<file path="src/swmf_pkg.sv">
// shared constants and types of the sliding window morphology filter
package swmf_pkg;

  // configuration port
  localparam int CFG_INDEX_BITS = 1;
  localparam int CFG_DATA_BITS  = 7;
  localparam logic [CFG_INDEX_BITS-1:0] CFG_WINDOW_LENGTH = 1'b0;
  localparam logic [CFG_INDEX_BITS-1:0] CFG_MODE          = 1'b1;

  // register widths
  localparam int WL_BITS    = 7;
  localparam int COUNT_BITS = 7;
  localparam logic [COUNT_BITS-1:0] COUNT_MAX = 7'd127;
  localparam logic [WL_BITS-1:0]    WL_RESET  = 7'd1;

  // filter operation
  typedef enum logic [1:0] {
    MODE_DILATE   = 2'd0,
    MODE_ERODE    = 2'd1,
    MODE_GRADIENT = 2'd2,
    MODE_AVERAGE  = 2'd3
  } mode_t;

endpackage

</file>
<file path="src/swmf_if.sv">
// valid/ready stream interfaces for samples and filtered results
interface swmf_sample_if #(parameter int SAMPLE_BITS = 16);
  logic                          valid;
  logic                          ready;
  logic signed [SAMPLE_BITS-1:0] sample;
  logic                          last;

  modport source (output valid, output sample, output last, input ready);
  modport sink   (input valid, input sample, input last, output ready);
endinterface

interface swmf_result_if #(parameter int SAMPLE_BITS = 16);
  logic                        valid;
  logic                        ready;
  logic signed [SAMPLE_BITS:0] filtered_value;
  logic                        end_of_waveform;

  modport source (output valid, output filtered_value, output end_of_waveform, input ready);
  modport sink   (input valid, input filtered_value, input end_of_waveform, output ready);
endinterface

</file>
<file path="src/swmf_cell.sv">
// one cell of the running max/min chain
module swmf_cell #(
  parameter int SAMPLE_BITS = 16
) (
  input  logic                          clk,
  input  logic                          en,
  input  logic signed [SAMPLE_BITS-1:0] x,
  input  logic signed [SAMPLE_BITS-1:0] prev_max,
  input  logic signed [SAMPLE_BITS-1:0] prev_min,
  output logic signed [SAMPLE_BITS-1:0] run_max,
  output logic signed [SAMPLE_BITS-1:0] run_min
);

  // extremes of the newest samples, one more than the neighbor covers
  always_ff @(posedge clk) begin
    if (en) begin
      run_max <= (x > prev_max) ? x : prev_max;
      run_min <= (x < prev_min) ? x : prev_min;
    end
  end

endmodule

</file>
<file path="src/swmf_emit.sv">
// result register: combines max/min by mode and repeats tail outputs
module swmf_emit #(
  parameter int SAMPLE_BITS = 16,
  parameter int REM_BITS    = 5
) (
  input  logic                          clk,
  input  logic                          rst,
  input  logic                          load,
  input  logic signed [SAMPLE_BITS-1:0] win_max,
  input  logic signed [SAMPLE_BITS-1:0] win_min,
  input  swmf_pkg::mode_t               mode,
  input  logic [REM_BITS-1:0]           rem_in,
  input  logic                          last_in,
  output logic                          free,
  swmf_result_if.source                 result_ch
);

  logic                        valid;
  logic signed [SAMPLE_BITS:0] value;
  logic [REM_BITS-1:0]         rem;
  logic                        eow_flag;

  logic signed [SAMPLE_BITS:0] max_ext;
  logic signed [SAMPLE_BITS:0] min_ext;
  logic signed [SAMPLE_BITS:0] sum_adj;
  logic signed [SAMPLE_BITS:0] value_next;
  logic                        done;

  // mode combine, average rounds toward zero
  always_comb begin
    max_ext = {win_max[SAMPLE_BITS-1], win_max};
    min_ext = {win_min[SAMPLE_BITS-1], win_min};
    sum_adj = max_ext + min_ext;
    sum_adj = sum_adj + {{SAMPLE_BITS{1'b0}}, sum_adj[SAMPLE_BITS]};
    unique case (mode)
      swmf_pkg::MODE_DILATE:   value_next = max_ext;
      swmf_pkg::MODE_ERODE:    value_next = min_ext;
      swmf_pkg::MODE_GRADIENT: value_next = max_ext - min_ext;
      swmf_pkg::MODE_AVERAGE:  value_next = sum_adj >>> 1;
      default:                 value_next = max_ext;
    endcase
  end

  assign done = valid && result_ch.ready && (rem == '0);
  assign free = !valid || done;

  // control
  always_ff @(posedge clk) begin
    if (rst) begin
      valid <= 1'b0;
    end else if (load) begin
      valid <= 1'b1;
    end else if (done) begin
      valid <= 1'b0;
    end
  end

  // payload and repeat count
  always_ff @(posedge clk) begin
    if (load) begin
      value    <= value_next;
      rem      <= rem_in;
      eow_flag <= last_in;
    end else if (valid && result_ch.ready && rem != '0) begin
      rem <= rem - 1'b1;
    end
  end

  assign result_ch.valid           = valid;
  assign result_ch.filtered_value  = value;
  assign result_ch.end_of_waveform = eow_flag && (rem == '0);

endmodule

</file>
<file path="src/sliding_window_morph_filter_core.sv">
// Path: a sample transaction is registered in stage one and the cell chain, then
//   the result register (swmf_emit) loads the result it releases and offers it.
// Throughput: one sample per cycle; the tail outputs of a waveform (up to
//   MAX_HALF) drain while the first h samples of the next one release nothing,
//   so input only waits behind a result that the receiver holds.
// Reset: synchronous rst clears the pipeline, the sample count, window_length
//   to 1 and mode to dilation; the cell chain needs no clearing.
module sliding_window_morph_filter_core #(
  parameter int MAX_HALF    = 16,
  parameter int SAMPLE_BITS = 16
) (
  input  logic                                clk,
  input  logic                                rst,
  input  logic                                cfg_we,
  input  logic [swmf_pkg::CFG_INDEX_BITS-1:0] cfg_index,
  input  logic [swmf_pkg::CFG_DATA_BITS-1:0]  cfg_data,
  swmf_sample_if.sink                         sample_ch,
  swmf_result_if.source                       result_ch
);

  localparam int DEPTH = 2 * MAX_HALF + 1;
  localparam int SW    = (DEPTH > 1) ? $clog2(DEPTH) : 1;
  localparam int HB    = (MAX_HALF > 0) ? $clog2(MAX_HALF + 1) : 1;
  localparam int CB    = swmf_pkg::COUNT_BITS;

  // configuration registers
  logic [swmf_pkg::WL_BITS-1:0] window_length;
  swmf_pkg::mode_t              mode;

  // stream state and first stage
  logic [CB-1:0] samples_seen;
  logic          s1_valid;
  logic          s1_emit;
  logic          s1_last;
  logic [SW-1:0] s1_sel;
  logic [HB-1:0] s1_rem;

  logic          accept;
  logic          s1_go;
  logic          emit_free;
  logic          emit_load;
  logic [5:0]    half_raw;
  logic [5:0]    half_clip;
  logic [CB-1:0] half_ext;
  logic [CB-1:0] two_h;
  logic [CB-1:0] sel_full;
  logic [5:0]    rem_full;
  logic          full_win;

  logic signed [SAMPLE_BITS-1:0] cell_max [DEPTH];
  logic signed [SAMPLE_BITS-1:0] cell_min [DEPTH];

  // configuration writes
  always_ff @(posedge clk) begin
    if (rst) begin
      window_length <= swmf_pkg::WL_RESET;
      mode          <= swmf_pkg::MODE_DILATE;
    end else if (cfg_we) begin
      unique case (cfg_index)
        swmf_pkg::CFG_WINDOW_LENGTH: window_length <= cfg_data;
        swmf_pkg::CFG_MODE:          mode <= swmf_pkg::mode_t'(cfg_data[1:0]);
        default: ;
      endcase
    end
  end

  // half width, window select and tail length for the incoming sample
  always_comb begin
    half_raw  = window_length[6:1];
    half_clip = (half_raw > 6'(MAX_HALF)) ? 6'(MAX_HALF) : half_raw;
    half_ext  = {1'b0, half_clip};
    two_h     = {half_clip, 1'b0};
    full_win  = (samples_seen >= half_ext);
    sel_full  = (samples_seen < two_h) ? samples_seen : two_h;
    rem_full  = full_win ? half_clip : samples_seen[5:0];
  end

  // handshake
  assign s1_go           = !s1_emit || emit_free;
  assign sample_ch.ready = !s1_valid || s1_go;
  assign accept          = sample_ch.valid && sample_ch.ready;
  assign emit_load       = s1_valid && s1_emit && emit_free;

  // stage one control
  always_ff @(posedge clk) begin
    if (rst) begin
      s1_valid     <= 1'b0;
      samples_seen <= '0;
    end else begin
      if (accept) begin
        s1_valid <= 1'b1;
      end else if (s1_go) begin
        s1_valid <= 1'b0;
      end
      if (accept) begin
        if (sample_ch.last) begin
          samples_seen <= '0;
        end else if (samples_seen != swmf_pkg::COUNT_MAX) begin
          samples_seen <= samples_seen + 1'b1;
        end
      end
    end
  end

  // stage one payload
  always_ff @(posedge clk) begin
    if (accept) begin
      s1_emit <= full_win || sample_ch.last;
      s1_last <= sample_ch.last;
      s1_sel  <= sel_full[SW-1:0];
      s1_rem  <= sample_ch.last ? rem_full[HB-1:0] : '0;
    end
  end

  // chain of running max/min cells, cell j covers the newest j+1 samples
  for (genvar j = 0; j < DEPTH; j++) begin : g_cell
    if (j == 0) begin : g_head
      swmf_cell #(.SAMPLE_BITS(SAMPLE_BITS)) u_cell (
        .clk      (clk),
        .en       (accept),
        .x        (sample_ch.sample),
        .prev_max (sample_ch.sample),
        .prev_min (sample_ch.sample),
        .run_max  (cell_max[j]),
        .run_min  (cell_min[j])
      );
    end else begin : g_body
      swmf_cell #(.SAMPLE_BITS(SAMPLE_BITS)) u_cell (
        .clk      (clk),
        .en       (accept),
        .x        (sample_ch.sample),
        .prev_max (cell_max[j-1]),
        .prev_min (cell_min[j-1]),
        .run_max  (cell_max[j]),
        .run_min  (cell_min[j])
      );
    end
  end

  // result register with tail repeats
  swmf_emit #(
    .SAMPLE_BITS (SAMPLE_BITS),
    .REM_BITS    (HB)
  ) u_emit (
    .clk       (clk),
    .rst       (rst),
    .load      (emit_load),
    .win_max   (cell_max[s1_sel]),
    .win_min   (cell_min[s1_sel]),
    .mode      (mode),
    .rem_in    (s1_rem),
    .last_in   (s1_last),
    .free      (emit_free),
    .result_ch (result_ch)
  );

endmodule

</file>
<file path="src/flat_wrapper.sv">
// flat-port wrapper written by rule: the top's interface ports become plain ports
module sliding_window_morph_filter_core_flat 
#(
  parameter int MAX_HALF    = 16,
  parameter int SAMPLE_BITS = 16
)
  (clk, rst, cfg_we, cfg_index, cfg_data, sample_ch_valid, sample_ch_sample, sample_ch_last, sample_ch_ready, result_ch_valid, result_ch_filtered_value, result_ch_end_of_waveform, result_ch_ready);
  swmf_sample_if #(.SAMPLE_BITS(SAMPLE_BITS)) sample_ch_i ();
  swmf_result_if #(.SAMPLE_BITS(SAMPLE_BITS)) result_ch_i ();
  input  logic clk;
  input  logic rst;
  input  logic cfg_we;
  input  logic [swmf_pkg::CFG_INDEX_BITS-1:0] cfg_index;
  input  logic [swmf_pkg::CFG_DATA_BITS-1:0] cfg_data;
  input wire logic [$bits(sample_ch_i.valid)-1:0] sample_ch_valid;
  input wire logic [$bits(sample_ch_i.sample)-1:0] sample_ch_sample;
  input wire logic [$bits(sample_ch_i.last)-1:0] sample_ch_last;
  output wire logic [$bits(sample_ch_i.ready)-1:0] sample_ch_ready;
  output wire logic [$bits(result_ch_i.valid)-1:0] result_ch_valid;
  output wire logic [$bits(result_ch_i.filtered_value)-1:0] result_ch_filtered_value;
  output wire logic [$bits(result_ch_i.end_of_waveform)-1:0] result_ch_end_of_waveform;
  input wire logic [$bits(result_ch_i.ready)-1:0] result_ch_ready;
  assign sample_ch_i.valid = sample_ch_valid;
  assign sample_ch_i.sample = sample_ch_sample;
  assign sample_ch_i.last = sample_ch_last;
  assign sample_ch_ready = sample_ch_i.ready;
  assign result_ch_valid = result_ch_i.valid;
  assign result_ch_filtered_value = result_ch_i.filtered_value;
  assign result_ch_end_of_waveform = result_ch_i.end_of_waveform;
  assign result_ch_i.ready = result_ch_ready;
  sliding_window_morph_filter_core #(.MAX_HALF(MAX_HALF), .SAMPLE_BITS(SAMPLE_BITS)) u_core (.clk(clk), .rst(rst), .cfg_we(cfg_we), .cfg_index(cfg_index), .cfg_data(cfg_data), .sample_ch(sample_ch_i), .result_ch(result_ch_i));
endmodule
</file>
<file path="config.mk">
export PLATFORM = sky130hd
export DESIGN_NAME = sliding_window_morph_filter_core_flat
export DESIGN_NICKNAME = d
export VERILOG_FILES = /design/src/swmf_pkg.sv /design/src/swmf_if.sv /design/src/swmf_cell.sv /design/src/swmf_emit.sv /design/src/sliding_window_morph_filter_core.sv /design/src/flat_wrapper.sv
export SDC_FILE = /design/constraint.sdc
export NUM_CORES = 2
export LEC_CHECK = 0
export BUFFER_PORTS_ARGS = -buffer_cell sky130_fd_sc_hd__buf_2
export CAP_MARGIN = 20
export CELL_PAD_IN_SITES_DETAIL_PLACEMENT = 1
export CELL_PAD_IN_SITES_GLOBAL_PLACEMENT = 2
export CORE_ASPECT_RATIO = 1.1
export CORE_MARGIN = 3
export CORE_UTILIZATION = 45
export DETAILED_ROUTE_END_ITERATION = 8
export PLACE_DENSITY_LB_ADDON = 0.12
export SYNTH_ARGS = -nofsm -noshare
export SYNTH_HDL_FRONTEND = slang
export SYNTH_HIERARCHICAL = 1
export SYNTH_SLANG_ARGS = --single-unit
export TNS_END_PERCENT = 20
</file>
<file path="constraint.sdc">
create_clock -name clk -period 53.7 [get_ports clk]
set_input_delay 2.685 -clock clk [delete_from_list [all_inputs] [get_ports clk]]
set_output_delay 2.685 -clock clk [all_outputs]
set_load 0.05 [all_outputs]
</file>
==> flow_summary.ini <==
[outcome]
status = complete, no violations

[cts]
cts-hold-fix-buffers = 0
clock-sinks = 1109
ctsResizeCount = 0
htree_num_levels = 4
clkTransAtPathRegs_ns = 0.06
cts_buffers = 145
cts_max_path_buffers = 3
cts_setup_buffers = 0
cts_root_buf = clkbuf_16
cts_tree = done
clk_latency_ns = 0.80

[setup_path]
max_stage_delay_ns = 1.08
cp-start-kind = register
path_cells = buf_12, buf_4, or3b_2, o22ai_1, a2111oi_0, a21oi_1, inv_1, ha_1, o21bai_4, a211oi_4, a211oi_2, a221oi_2, mux2i_2, nor2_1, ha_1, nand2b_1, nor2_1, and4bb_1, nand4b_1, nor3_1, xnor2_1, a221o_1
cp_num_buf_inv = 3
path_class = reg -> reg
crit_fanout = 90
crit_path_end_kind = register
path_depth = 22
crit_family = compound AO/OA/AOI/OAI gates
cp_slowest_cell = a2111oi_0
crit_required_ns = 54.25
cp.arrival_ns = 8.93
rrSetupSlack_ns = 45.32
reg2regPathDepth = 22
regToRegEndpoint = u_core/u_emit/result_ch.filtered_value[15]
timing.rr.start = u_core/s1_sel[1]

[logic_synthesis]
yosysTopAreaCell = edfxtp_1
ys_warn_count = 6
synth_nets = 9299
ys_top_cells_by_count = inv_1, edfxtp_1, ha_1
ys_ff_latch = 1109
synthArstFlopShare_pct = 0
syn_area_sq_mm = 0.09291
synth_edf_count = 1092
synth_most_common_cell = inv_1
yosysTopAreaCellShare_pct = 35.29
yosysSeqAreaShare_pct = 35.66
synthTopCellsByArea = edfxtp_1, ha_1, mux2_2
synth_cell_types = 94
syn_avg_cell_area_sq_um = 11.33
synthCells = 8198
synth-main-ff-cell = edfxtp_1

[grt]
antenna_found_initial = 8
grt_busiest_layer = met2
grt_use_met2_pct = 51.92
overflow = 0
grt_max_degree = 155
grt.total_usage_pct = 29.96
use_met3_pct = 4.107
grt_first_pass_wirelength_mm = 473.5
grt_pass1_vias = 70494
grt_util_met1_pct = 37.46

[final_layout]
nNetsFinal = 9351
fin_area_sq_mm = 0.1002
fin_cells = 11092
areaGrowthSynthToFinish_pct = 7.897
layout-drive-gt1-share_pct = 20.65
final_util_pct = 48.93

[sta]
hold_violations = 0
finalCritPeriodShare_pct = 15.61
skew_ns = 0.03125
relSlewSlack_pct = 9.607
fin_setup_tns_ns = 0
worst_pin_slew_ns = 1.352
fin_ws_ns = 45.32
rsz0062_at_grt = no
max_freq_mhz = 119.3
min_period_ns = 8.383
finalMaxSlewViolations = 0
timing.final.setup_violations = 0

[min_path]
min_from = u_core/s1_last
hold-path-endpoint = u_core/u_emit/eow_flag
min_path_type = reg -> reg
min_path_cells = 0

[placement]
dp_hpwl_mm = 235.0
dp_cells = 10829
dpl_cell_area_sq_mm = 0.09561
io_buffers = 49
post-place-ws_ns = 45.12
gp_congestion = 0.9038

[die]
rows = 174
die_w_um = 439.2
pin_count = 50
initial_core_util_pct = 45.35
dieArea_sq_mm = 0.2120
die_height_um = 482.6
core_area_sq_mm = 0.2049

[route]
drt_iter0_markers = 4710
avgViaCountPerCell = 6.066
wl_per_cell_um = 29.17
drc = 0
ant_nets = 0
vias = 67284
first_pass_iters = 5
routed_wl_mm = 323.6

[pwr]
peakVddDrop_mv = 0.03364
p_per_area_mw_per_mm2 = 38.23
p_leak_nw = 43.37

[job]
drv_cap = 0
## kinds of logic after synthesis
group | count (synthesis) | share of synthesized area (%)
mux | 1785 | 23.48
simple gates | 1451 | 8.865
buf+inv | 1416 | 6.763
compound gates | 1322 | 10.38
flops | 1109 | 35.66
fa+ha+maj | 1071 | 14.44
xor+xnor | 43 | 0.4054
other cells | 1 | 0.004036
## per-layer routing
layer  wire, um  part of all wire (%)  vias to the layer above
met3      15840                   4.9                      491
met4      14270                   4.4                        0
li1           -                     -                    30626
met5          0                     0                        -
met1     134300                    42                    34527
met2     159100                    49                     1640
## layout by cell type (no fill, tap or decap), drive strengths merged, types with 83 or more instances in the layout
master and instances:
inv 1186, edfxtp 1092, mux2 1078, ha 1069, mux2i 589, nand2 379, a21oi 367, nor2 295
o21ai 284, nand4 189, clkbuf 189, o22ai 174, nand3 149, buf 131, mux4 118, nand2b 99
a211oi 84, a21o 83
## power by group
group	switching [mW]	total, mW	leakage (nW)	internal [mW]
clock network	0.404	0.972	2.23	0.567
registers	0.203	1.39	10.8	1.19
logic	0.790	1.47	30.3	0.679
total	1.40	3.83	43.4	2.43
## state kept, by name, indices dropped and copies added (netlist names)
signal,cells
u_core/u_emit/eow_flag,1
u_core/s1_valid,1
u_core/u_emit/result_ch.valid,1
u_core/g_cell.g_body.u_cell/run_max,512
u_core/s1_emit,1
u_core/window_length,6
u_core/s1_rem,5
u_core/g_cell.g_head.u_cell/run_max,16
u_core/g_cell.g_body.u_cell/run_min,512
u_core/s1_last,1
u_core/samples_seen,7
u_core/u_emit/rem,5
u_core/s1_sel,6
u_core/mode,2
u_core/g_cell.g_head.u_cell/run_min,16
u_core/u_emit/result_ch.filtered_value,17
## worst max path at each step
stage	slack, ns	endpoint	start
2_1_floorplan	27.11	u_core/samples_seen[0]	result_ch_ready
3_3_place_gp	45.33	u_core/g_cell[7].g_body.u_cell/run_min[0]	result_ch_ready
3_5_place_dp	45.12	u_core/g_cell[7].g_body.u_cell/run_min[0]	result_ch_ready
4_1_cts	45.46	u_core/u_emit/result_ch.filtered_value[15]	u_core/s1_sel[1]
5_1_grt	44.92	u_core/u_emit/result_ch.filtered_value[15]	u_core/s1_sel[0]
6_report	45.32	u_core/u_emit/result_ch.filtered_value[15]	u_core/s1_sel[1]
## area by class of cell
class,count,area [sq um]
flip-flops and latches,1109,33130
fillers,21636,104600
clock buffers,182,3884
clock inverters,75,684.4
well taps,2728,3413
diodes,4,10.01
inverters,1182,4444
multi-input cells,5673,53510
repair buffers,139,1166
## through the flow
stage / hold WS [ns] / power, mW
6_report: 0.4440 / 3.832
5_1_grt: 0.4565 / 4.024
4_1_cts: 0.4540 / 3.844
3_5_place_dp: 0.4356 / 2.857
3_3_place_gp: 0.4053 / 2.802
2_1_floorplan: 0.4003 / 2.459
Power figures use the tool's default switching activity.
